File: config.mk
export PLATFORM = sky130hd
export DESIGN_NAME = ema_with_sma_seed
export DESIGN_NICKNAME = d
export VERILOG_FILES = /design/src/rtl/ema_pkg.sv /design/src/rtl/ema_with_sma_seed.sv /design/src/rtl/ema_ctrl.sv /design/src/rtl/ema_dp.sv
export SDC_FILE = /design/constraint.sdc
export NUM_CORES = 2
export LEC_CHECK = 0
export BUFFER_PORTS_ARGS = -buffer_cell sky130_fd_sc_hd__buf_2
export CAP_MARGIN = 20
export CORE_ASPECT_RATIO = 2
export CORE_MARGIN = 4
export CORE_UTILIZATION = 62
export CTS_BUF_LIST = sky130_fd_sc_hd__clkbuf_16
export CTS_CLUSTER_SIZE = 25
export DETAILED_ROUTE_END_ITERATION = 6
export PLACE_DENSITY = 0.79
export SLEW_MARGIN = 20
export SYNTH_ARGS = -nofsm -noshare
export SYNTH_HDL_FRONTEND = slang
export SYNTH_SLANG_ARGS = --single-unit
export TNS_END_PERCENT = 5
File: constraint.sdc
create_clock -name clock -period 10.9 [get_ports clock]
set_input_delay 2.18 -clock clock [delete_from_list [all_inputs] [get_ports clock]]
set_output_delay 2.18 -clock clock [all_outputs]
set_load 0.02 [all_outputs]
File: src/rtl/ema_pkg.sv
package ema_pkg;

   // Fixed field and register widths.
   localparam int SAMPLE_WIDTH    = 32;
   localparam int FRACTION_BITS   = 16;
   localparam int PERIOD_WIDTH    = 8;
   localparam int SMOOTH_WIDTH    = 16;
   localparam int CSR_DATA_WIDTH  = 16;
   localparam int CSR_INDEX_WIDTH = 1;

   // Register indexes on the configuration port.
   localparam logic [CSR_INDEX_WIDTH-1:0] CSR_PERIOD    = 1'b0;
   localparam logic [CSR_INDEX_WIDTH-1:0] CSR_SMOOTHING = 1'b1;

   localparam logic [PERIOD_WIDTH-1:0] PERIOD_RESET = 8'd20;
   localparam logic [SMOOTH_WIDTH-1:0] SMOOTH_RESET = 16'd6242;

   // Commands from the controller to the datapath.
   typedef struct packed {
      logic load;
      logic seed_acc;
      logic div_step;
      logic div_fix;
      logic mul_lo;
      logic mul_hi;
      logic update;
      logic load_out;
   } cmd_type;

   // Status from the datapath to the controller.
   typedef struct packed {
      logic seeded;
      logic seed_last;
      logic div_last;
   } sts_type;

endpackage

File: src/rtl/ema_with_sma_seed.sv
// Exponential moving average seeded with a simple mean, one item at a time.
// The first period samples are summed; the last of them returns their mean
// (truncated toward zero) with is_seed set, and every later sample returns
// avg + floor(smoothing * (sample - avg) / 2^16). The average is held at the
// width of the seed sum, since lowering the period during seeding can give a
// mean beyond the sample range; the result carries its low SAMPLE_WIDTH bits.
// A seeding sample that gives no result only adds to the sum. The sample that
// completes the seed goes through the bit-serial divider, which does one
// quotient bit per cycle over the SAMPLE_WIDTH + 8 bit sum. Every later sample
// makes two passes through one 17-bit by (SAMPLE_WIDTH / 2 + 6)-bit multiplier,
// followed by the add. The result sits in an output register, so the next item
// is taken while it waits; an item only waits if its own result finds the
// output still held. Configuration is to be written only while the block is
// idle; the block itself does not enforce this.
module ema_with_sma_seed #(
   parameter int SAMPLE_WIDTH = ema_pkg::SAMPLE_WIDTH
) (
   input  logic                                clock,
   input  logic                                reset,
   input  logic                                req_valid,
   output logic                                req_stall,
   input  logic signed [SAMPLE_WIDTH-1:0]      req_sample,
   output logic                                rsp_valid,
   input  logic                                rsp_stall,
   output logic signed [SAMPLE_WIDTH-1:0]      rsp_average,
   output logic                                rsp_is_seed,
   input  logic                                csr_wen,
   input  logic [ema_pkg::CSR_INDEX_WIDTH-1:0] csr_index,
   input  logic [ema_pkg::CSR_DATA_WIDTH-1:0]  csr_wdata
);

   ema_pkg::cmd_type cmd;
   ema_pkg::sts_type sts;

   ema_ctrl u_ctrl (
      .clock     (clock),
      .reset     (reset),
      .req_valid (req_valid),
      .req_stall (req_stall),
      .rsp_valid (rsp_valid),
      .rsp_stall (rsp_stall),
      .sts       (sts),
      .cmd       (cmd)
   );

   ema_dp #(
      .SAMPLE_WIDTH (SAMPLE_WIDTH)
   ) u_dp (
      .clock       (clock),
      .reset       (reset),
      .req_sample  (req_sample),
      .rsp_average (rsp_average),
      .rsp_is_seed (rsp_is_seed),
      .csr_wen     (csr_wen),
      .csr_index   (csr_index),
      .csr_wdata   (csr_wdata),
      .cmd         (cmd),
      .sts         (sts)
   );

   // Items are worked one at a time, so an accept is never followed by another.
   assert property (@(posedge clock) disable iff (reset)
      (req_valid && !req_stall) |=> req_stall)
      else $error("input accepted in two consecutive cycles");

   // The divider only runs before the average has been seeded.
   assert property (@(posedge clock) disable iff (reset)
      cmd.div_step |-> !sts.seeded)
      else $error("divider stepped after seeding");

   // The smoothing update only runs once the average has been seeded.
   assert property (@(posedge clock) disable iff (reset)
      cmd.update |-> sts.seeded)
      else $error("average updated before seeding");

endmodule

File: src/rtl/ema_ctrl.sv
module ema_ctrl (
   input  logic             clock,
   input  logic             reset,
   input  logic             req_valid,
   output logic             req_stall,
   output logic             rsp_valid,
   input  logic             rsp_stall,
   input  ema_pkg::sts_type sts,
   output ema_pkg::cmd_type cmd
);

   localparam logic [2:0] S_IDLE = 3'd0;
   localparam logic [2:0] S_SEED = 3'd1;
   localparam logic [2:0] S_DIV  = 3'd2;
   localparam logic [2:0] S_FIX  = 3'd3;
   localparam logic [2:0] S_MLO  = 3'd4;
   localparam logic [2:0] S_MHI  = 3'd5;
   localparam logic [2:0] S_UPD  = 3'd6;
   localparam logic [2:0] S_OUT  = 3'd7;

   logic [2:0] state_ff, state_in;
   logic       rsp_valid_ff, rsp_valid_in;

   always_comb begin
      state_in = state_ff;
      cmd      = '0;
      case (state_ff)
         S_IDLE: begin
            if (req_valid) begin
               cmd.load = 1'b1;
               state_in = sts.seeded ? S_MLO : S_SEED;
            end
         end
         S_SEED: begin
            cmd.seed_acc = 1'b1;
            state_in     = sts.seed_last ? S_DIV : S_IDLE;
         end
         S_DIV: begin
            cmd.div_step = 1'b1;
            if (sts.div_last) begin
               state_in = S_FIX;
            end
         end
         S_FIX: begin
            cmd.div_fix = 1'b1;
            state_in    = S_OUT;
         end
         S_MLO: begin
            cmd.mul_lo = 1'b1;
            state_in   = S_MHI;
         end
         S_MHI: begin
            cmd.mul_hi = 1'b1;
            state_in   = S_UPD;
         end
         S_UPD: begin
            cmd.update = 1'b1;
            state_in   = S_OUT;
         end
         S_OUT: begin
            // Wait here only while the previous result still sits unclaimed.
            if (!rsp_valid_ff || !rsp_stall) begin
               cmd.load_out = 1'b1;
               state_in     = S_IDLE;
            end
         end
         default: begin
            state_in = S_IDLE;
         end
      endcase
   end

   assign rsp_valid_in = cmd.load_out | (rsp_valid_ff & rsp_stall);

   always_ff @(posedge clock) begin
      if (reset) begin
         state_ff     <= S_IDLE;
         rsp_valid_ff <= 1'b0;
      end else begin
         state_ff     <= state_in;
         rsp_valid_ff <= rsp_valid_in;
      end
   end

   assign req_stall = (state_ff != S_IDLE);
   assign rsp_valid = rsp_valid_ff;

endmodule

File: src/rtl/ema_dp.sv
module ema_dp #(
   parameter int SAMPLE_WIDTH = ema_pkg::SAMPLE_WIDTH
) (
   input  logic                                clock,
   input  logic                                reset,
   input  logic signed [SAMPLE_WIDTH-1:0]      req_sample,
   output logic signed [SAMPLE_WIDTH-1:0]      rsp_average,
   output logic                                rsp_is_seed,
   input  logic                                csr_wen,
   input  logic [ema_pkg::CSR_INDEX_WIDTH-1:0] csr_index,
   input  logic [ema_pkg::CSR_DATA_WIDTH-1:0]  csr_wdata,
   input  ema_pkg::cmd_type                    cmd,
   output ema_pkg::sts_type                    sts
);

   localparam int SW   = SAMPLE_WIDTH;
   localparam int PRW  = ema_pkg::PERIOD_WIDTH;
   localparam int SMW  = ema_pkg::SMOOTH_WIDTH;
   localparam int SUMW = SW + PRW;            // holds the sum of up to 255 samples
   localparam int DW   = SUMW + 1;            // sample minus average
   localparam int H    = (DW + 1) / 2;        // low half of the difference
   localparam int HB   = H + 1;               // signed multiplier operand
   localparam int MW   = SMW + 1 + HB;        // multiplier product
   localparam int LW   = H + SMW;             // low partial product, unsigned
   localparam int PW   = DW + SMW + 1;        // full product
   localparam int CW   = $clog2(SUMW);

   // Configuration registers.
   logic [PRW-1:0] period_ff, period_in;
   logic [SMW-1:0] smooth_ff, smooth_in;

   // Architectural state. The average keeps the width of the sum, because a
   // seed taken after the period was lowered can fall outside the sample range.
   logic signed [SUMW-1:0] sum_ff, sum_in;
   logic [PRW-1:0]         count_ff, count_in;
   logic signed [SUMW-1:0] avg_ff, avg_in;
   logic                   seeded_ff, seeded_in;
   logic                   seed_flag_ff, seed_flag_in;

   // Work registers.
   logic signed [SW-1:0] x_ff, x_in;
   logic signed [DW-1:0] diff_ff, diff_in;
   logic [LW-1:0]        lo_ff, lo_in;
   logic signed [MW-1:0] hi_ff, hi_in;
   logic [SUMW-1:0]      q_ff, q_in;
   logic [PRW-1:0]       rem_ff, rem_in;
   logic [CW-1:0]        cnt_ff, cnt_in;
   logic                 neg_ff, neg_in;
   logic signed [SW-1:0] out_avg_ff, out_avg_in;
   logic                 out_seed_ff, out_seed_in;

   logic [PRW-1:0]         p_eff;
   logic                   seed_last;
   logic signed [SUMW-1:0] new_sum;
   logic [PRW:0]           trial;
   logic [PRW:0]           trial_sub;
   logic signed [SUMW-1:0] quot;
   logic signed [HB-1:0]   mul_b;
   logic signed [MW-1:0]   mul_p;
   logic signed [PW-1:0]   hi_ext, lo_ext, full;
   logic signed [DW-1:0]   step, avg_next;

   // A period of zero behaves as a period of one.
   assign p_eff     = (period_ff == '0) ? PRW'(1) : period_ff;
   assign seed_last = ({1'b0, count_ff} + (PRW + 1)'(1)) >= {1'b0, p_eff};
   assign new_sum   = sum_ff + SUMW'(x_ff);

   // One restoring division step on the magnitude of the sum.
   assign trial     = {rem_ff, q_ff[SUMW-1]};
   assign trial_sub = trial - {1'b0, p_eff};
   assign quot      = neg_ff ? -$signed(q_ff) : $signed(q_ff);

   // The difference goes through one 17 by HB multiplier in two halves.
   always_comb begin
      if (cmd.mul_hi) begin
         mul_b = HB'($signed(diff_ff[DW-1:H]));
      end else begin
         mul_b = $signed({1'b0, diff_ff[H-1:0]});
      end
   end
   assign mul_p = $signed({1'b0, smooth_ff}) * mul_b;

   always_comb begin
      hi_ext   = PW'(hi_ff);
      lo_ext   = PW'(lo_ff);
      full     = (hi_ext <<< H) + lo_ext;
      step     = DW'(full >>> ema_pkg::FRACTION_BITS);
      avg_next = DW'(avg_ff) + step;
   end

   always_comb begin
      period_in    = period_ff;
      smooth_in    = smooth_ff;
      sum_in       = sum_ff;
      count_in     = count_ff;
      avg_in       = avg_ff;
      seeded_in    = seeded_ff;
      seed_flag_in = seed_flag_ff;
      x_in         = x_ff;
      diff_in      = diff_ff;
      lo_in        = lo_ff;
      hi_in        = hi_ff;
      q_in         = q_ff;
      rem_in       = rem_ff;
      cnt_in       = cnt_ff;
      neg_in       = neg_ff;
      out_avg_in   = out_avg_ff;
      out_seed_in  = out_seed_ff;

      if (csr_wen) begin
         case (csr_index)
            ema_pkg::CSR_PERIOD:    period_in = csr_wdata[PRW-1:0];
            ema_pkg::CSR_SMOOTHING: smooth_in = csr_wdata[SMW-1:0];
            default: ;
         endcase
      end

      if (cmd.load) begin
         x_in    = req_sample;
         diff_in = DW'(req_sample) - DW'(avg_ff);
      end

      if (cmd.seed_acc) begin
         if (seed_last) begin
            q_in     = new_sum[SUMW-1] ? SUMW'(-new_sum) : SUMW'(new_sum);
            neg_in   = new_sum[SUMW-1];
            rem_in   = '0;
            cnt_in   = '0;
            sum_in   = '0;
            count_in = '0;
         end else begin
            sum_in   = new_sum;
            count_in = count_ff + PRW'(1);
         end
      end

      if (cmd.div_step) begin
         if (!trial_sub[PRW]) begin
            rem_in = trial_sub[PRW-1:0];
            q_in   = {q_ff[SUMW-2:0], 1'b1};
         end else begin
            rem_in = trial[PRW-1:0];
            q_in   = {q_ff[SUMW-2:0], 1'b0};
         end
         cnt_in = cnt_ff + CW'(1);
      end

      if (cmd.div_fix) begin
         avg_in       = quot;
         seeded_in    = 1'b1;
         seed_flag_in = 1'b1;
      end

      if (cmd.mul_lo) begin
         lo_in = lo_ff;
         lo_in = mul_p[LW-1:0];
      end

      if (cmd.mul_hi) begin
         hi_in = mul_p;
      end

      if (cmd.update) begin
         avg_in       = avg_next[SUMW-1:0];
         seed_flag_in = 1'b0;
      end

      if (cmd.load_out) begin
         out_avg_in  = avg_ff[SW-1:0];
         out_seed_in = seed_flag_ff;
      end
   end

   always_ff @(posedge clock) begin
      if (reset) begin
         period_ff <= ema_pkg::PERIOD_RESET;
         smooth_ff <= ema_pkg::SMOOTH_RESET;
         sum_ff    <= '0;
         count_ff  <= '0;
         avg_ff    <= '0;
         seeded_ff <= 1'b0;
      end else begin
         period_ff <= period_in;
         smooth_ff <= smooth_in;
         sum_ff    <= sum_in;
         count_ff  <= count_in;
         avg_ff    <= avg_in;
         seeded_ff <= seeded_in;
      end
   end

   always_ff @(posedge clock) begin
      seed_flag_ff <= seed_flag_in;
      x_ff         <= x_in;
      diff_ff      <= diff_in;
      lo_ff        <= lo_in;
      hi_ff        <= hi_in;
      q_ff         <= q_in;
      rem_ff       <= rem_in;
      cnt_ff       <= cnt_in;
      neg_ff       <= neg_in;
      out_avg_ff   <= out_avg_in;
      out_seed_ff  <= out_seed_in;
   end

   assign sts.seeded    = seeded_ff;
   assign sts.seed_last = seed_last;
   assign sts.div_last  = (cnt_ff == CW'(SUMW - 1));

   assign rsp_average = out_avg_ff;
   assign rsp_is_seed = out_seed_ff;

endmodule
# Word level (Yosys, flattened, before mapping)
# Cells that the tools add are included.
# W data, S select, Z words.
[classes]
n_eq_ne = 11
n_bitwise = 3
n_reduce_logical = 15
multipliers = 1
addsub = 10
n_mux = 35
magnitude_cmp = 1
[ops]
columns = ["cell", "n"]
rows = [
  ["$mux W40", 8],
  ["$neg A40 Y40", 2],
  ["$add A56 B38 Y56", 1],
  ["$mux W8", 6],
  ["$sub A32 B40 Y41", 1],
  ["$add A40 B32 Y40", 1],
  ["$add A40 B40 Y40", 1],
  ["$mul A17 B22 Y37", 1],
  ["$mux W22", 1],
  ["$pmux W3 S7", 1],
  ["$mux W6", 3],
  ["$eq A3 B3 Y1 const B", 4],
  ["$mux W3", 4],
  ["$mux W1", 11],
  ["$add A8 B1 Y9 const B", 1],
  ["$ge A9 B8 Y1", 1],
  ["$sub A9 B8 Y9", 1],
  ["$add A8 B1 Y8 const B", 1],
  ["$logic_not A8 Y1", 1],
  ["$reduce_and A2 Y1", 4],
  ["$add A6 B1 Y6 const B", 1],
  ["$eq A3 B2 Y1 const B", 2],
  ["$eq A6 B6 Y1 const B", 1],
  ["$reduce_bool A2 Y1", 3],
  ["13 further kinds", 15],
]
[totals]
register_bits = 351
elab_cells = 95
output_inout_bits = 35
inputBits = 54

# Logic depth before layout (Yosys ltp)
[depth]
depth_word = 6
mapped_depth = 32
ltp_nobuf = 29

# By module
# A second synthesis with hierarchy kept.
[unflattened]
cells_unflattened = 3875
hier_area_um2 = 34777.1
[by_module_without_submodules]
columns = ["mod", "area_per_inst_um2", "cells_per_inst", "n_inst", "seq_area_each_um2"]
rows = [
  ["ema_dp", 34483.1, 3840, 1, 8798.4],
  ["ema_ctrl", 294.0, 35, 1, 80.1],
]

# Least setup slack after synthesis
# No wires, ideal clock.
[synth_path]
path_type = "reg-to-reg"
startpoint = "register u_ctrl.state_ff[2]"
endpoint = "register u_dp.lo_ff[36] (data pin)"
arrival_time_ns = 8.454
path_stages_with_launch = 31
setup_time_ns = 0.260
setup_slack_ns = 2.186
synth_period_minus_slack_ns = 8.714
path_buffers = 3
t_required_ns = 10.640
path_cell_list = "dfxtp_1 > clkbuf_1 > clkinv_1 > or3_1 > inv_1 > clkbuf_1 > nand2_1 > nand2_1 > clkbuf_1 > nand2_1 > fa_1 > fa_1 > fa_1 > inv_1 > fa_1 > fa_1 > inv_1 > fa_1 > inv_1 > ha_1 > a21o_1 > a21o_1 > a21o_1 > a21oi_1 > nand2_1 > a21oi_1 > o41ai_1 > a221o_1 > a221o_1 > a21oi_1 > xnor2_1"
[synth_via]
elab_chain_len = 4
[synth_lines]
columns = ["element", "line_no", "text"]
rows = [
  ["start: declaration", "ema_ctrl.sv:21", "logic [2:0] state_ff, state_in;"],
  ["start signal: assignment", "ema_ctrl.sv:80", "state_ff <= state_in;"],
  ["$eq A3 B3 Y1", "ema_ctrl.sv:27", "case (state_ff)"],
  ["$mux W1", "ema_ctrl.sv:27", ""],
  ["$mux W22", "ema_dp.sv:75", "if (cmd.mul_hi) begin"],
  ["$mul A17 B22 Y37", "ema_dp.sv:81", "assign mul_p = $signed({1'b0, smooth_ff}) * mul_b;"],
  ["via u_dp.mul_p[36]", "ema_dp.sv:59", "logic signed [MW-1:0] mul_p;"],
  ["end signal: assignment", "ema_dp.sv:196", "lo_ff <= lo_in;"],
  ["end: declaration", "ema_dp.sv:43", "logic [LW-1:0] lo_ff, lo_in;"],
]
# The timed path passes the listed nets, and every way through them passes these cells.
# A chain may end at the register's enable or synchronous reset.

# Final worst setup path
# Ends and elaborated chain as after synthesis.

==> impl_metrics.py <==
metrics = {
    "pwr": {
        "design_power_total_mw": 7.92,
        "power.density_nw_per_um2": 218,
        "max-vdd-ir-drop_uv": 299,
        "p_leak_nw": 16.3,
    },
    "finish": {
        "final_cells": 4530,
        "area_growth_pct": 5.94,
        "multi_input_area_sq_um": 22800,
        "nets": 4472,
        "regArea_sq_um": 8880,
        "drive_gt1_share_pct": 5.40,
        "n_fill_cell": 4417,
    },
    "floorplanning": {
        "coreArea_sq_um": 54500,
        "num_rows": 121,
        "start_util_pct": 62.8,
        "ios": 89,
        "die_w_um": 174,
        "die_h_um": 340,
        "dieArea_sq_um": 59200,
    },
    "critical_path": {
        "cp-start-kind": "register",
        "path_class": "register to register",
        "worst_ep_required_time_ps": 11250,
        "r2r-start": "u_ctrl.state_ff[2]$_SDFFE_PP0P_",
        "worstSetupStartpoint": "u_ctrl.state_ff[2]$_SDFFE_PP0P_",
        "worstPathMaxFanout": 22,
        "path_delay_family": "adder cells",
        "max_stage_delay_ps": 840,
        "crit_slowest_cell": "and2_0",
        "crit_top_cell": "fa_1",
        "cp.arrival_ps": 9690,
        "end_kind": "register",
        "worst-path-buf-inv": 6,
    },
    "sta": {
        "slew_headroom_pct": 15.5,
        "fin_worst_skew_ps": 43.6,
        "timing.final.ws_setup_ps": 1550,
        "min_period_ps": 9350,
        "hold_violations": 0,
        "fin_hold_ws_ps": 457,
        "fin_crit_sh_pct": 85.7,
        "finalSetupTns_ps": 0,
        "setup_viol": 0,
        "max_freq_ghz": 0.107,
        "tightest_slew_ps": 1240,
        "rsz0062_at_grt": "no",
        "drv_slew": 0,
    },
    "clocking": {
        "cts-root-buf": "clkbuf_16",
        "ctsResizeCount": 0,
        "clk_latency_ps": 610,
        "tritoncts": "built",
        "h-tree-depth": 1,
        "clkSinkCount": 335,
        "post_cts_buffers": 0,
        "path_clk_slew_ps": 70,
        "cts_hold_buffers": 0,
        "cts_buffers": 29,
        "clockBufferDepth": 3,
    },
    "hold_path": {
        "hold_path_class": "register to register",
        "hold_start": "u_dp.sum_ff[13]$_SDFFE_PP0N_",
    },
    "grt": {
        "grt_max_degree": 86,
        "overflow": 0,
        "grt_use_total_pct": 35.1,
        "grt_pass1_wl_um": 161000,
        "antenna_found_initial": 3,
        "first_global_vias": 29500,
    },
    "synthesis": {
        "synth_seq_cells": 335,
        "synth_fp_nets": 4470,
        "synth_area_sq_um": 34200,
        "synthTopCellsByCount": "519 x inv_1, 510 x nand2_1, 342 x fa_1",
        "yosysUniqueCellTypes": 81,
        "synth_top_area_cell": "fa_1",
        "yosysSeqAreaShare_pct": 26.0,
        "synthDominantCellAreaShare_pct": 20.0,
        "syn_inst": 3828,
        "synth_area_leaders": "fa_1 20%, edfxtp_1 19%, ha_1 9.0%",
        "yosysMostFrequentCell": "inv_1",
        "synth.avg_cell_area_sq_um": 8.94,
        "yosys_warnings": 0,
        "synth_edf_count": 217,
        "synthFlopType": "edfxtp_1",
        "async_reset_ff_share_pct": 0,
    },
    "place": {
        "dp_slack_ps": 1610,
        "dp.cells": 4473,
        "gp_congestion": 0.980,
        "port_buffers": 88,
        "hpwl_um": 81600,
    },
    "job": {
        "maxCapViolCount": 0,
    },
    "drt": {
        "first_pass_iters": 6,
        "dr.first_iter.drc_count": 2079,
        "viasPerCell": 6.25,
        "drt_wl_total_um": 104000,
        "detail_route.wl_per_cell_um": 22.9,
        "vias": 28300,
        "drc": 0,
        "ant_nets": 0,
    },
    "run_status": {
        "run_status": "finished, final reports clean",
    },
}
stage by stage:
step                      instance area, sq um  util, %
final                                    36200     66.5
after CTS                                36200     66.4
after global placement                   35200     64.6
after global routing                     36200     66.5
after floorplan                          34200        -
after detailed placement                 35200     64.6
per-layer routing:
layer	wire length (um)	share of wire (%)	up-vias	track usage, %
met5	13	0.013	-	0
met4	11700	11	2	31.0
met3	5850	5.6	533	4.38
met2	54400	52	1244	64.7
met1	31800	31	13800	33.5
li1	-	-	12800	-
layout by cell type, fill, tap and decap left out, drive strengths merged, types with 126 or more instances in the layout:
| cell | count |
|---|---|
| xnor2 | 165 |
| and2 | 150 |
| fa | 342 |
| nand2 | 510 |
| nor2 | 236 |
| ha | 246 |
| o21ai | 126 |
| a21oi | 257 |
| edfxtp | 217 |
| inv | 531 |
worst register-to-register path: stages, from the launching register on:
cell and delay [ps]:
dfxtp_1 500, clkinv_1 310, or3_1 440, buf_4 220, inv_2 300, and2_0 850, a21o_1 610, nand2_1 170
fa_1 550, fa_1 440, fa_1 510, inv_1 50, fa_1 460, fa_1 540, inv_1 50, fa_1 530
inv_1 40, ha_1 360, nand3_1 110, nor4_1 400, a21oi_1 180, o41ai_1 770, a221o_1 340, a221o_1 170
a21oi_1 90, xnor2_1 130
cells by family (layout without fill, tap and decap cells):
logic type / Yosys count / after routing / synth area share (%)
flip-flops: 335 / 335 / 26.0
XOR/XNOR: 253 / 253 / 6.48
multiplexers: 10 / 10 / 0.293
other: 0 / 1 / 0
AO/OA/AOI/OAI: 749 / 749 / 14.0
AND/OR/NAND/NOR: 1220 / 1220 / 16.8
adder cells (fa/ha/maj): 588 / 588 / 29.0
buffers and inverters: 673 / 698 / 7.46
layout make-up:
class                      instances  share of cell area [%]
multi-input combinational       2820                    63.0
sequential                       335                    24.5
inverter                         521                    5.40
tap                              676                    2.33
clock buffer                      31                    2.14
timing repair buffer             123                    2.00
clock inverter                    23                   0.628
antenna                            1                 0.00691
registers in the layout, indices dropped and copies added, names as in the netlist:
register,flops
u_dp.diff_ff,41
u_dp.avg_ff,40
u_dp.q_ff,40
u_dp.sum_ff,40
u_dp.hi_ff,35
u_dp.rsp_average,32
u_dp.x_ff,32
u_dp.lo_ff,21
u_dp.smooth_ff,16
u_dp.count_ff,8
u_dp.period_ff,8
u_dp.rem_ff,8
u_dp.cnt_ff,6
u_ctrl.state_ff,3
u_ctrl.rsp_valid,1
u_dp.neg_ff,1
u_dp.rsp_is_seed,1
u_dp.seed_flag_ff,1
u_dp.seeded_ff,1
final timing paths:
check | cells after the start | endpoint | slack [ps]
max reg2reg | 25 | u_dp.lo_ff[36]$_DFFE_PP_ | 1550
min reg2reg | 2 | u_dp.sum_ff[13]$_SDFFE_PP0N_ | 460
max | 25 | u_dp.lo_ff[36]$_DFFE_PP_ | 1550
min | 2 | u_dp.sum_ff[13]$_SDFFE_PP0N_ | 460
where the power goes:
group	total, mW	switching, mW	leakage, nW	internal [mW]
Sequential	1.79	0.0389	2.96	1.75
Combinational	5.01	3.25	12.8	1.77
Clock	1.12	0.534	0.495	0.581
No activity file was read; power rests on OpenSTA's default activity.
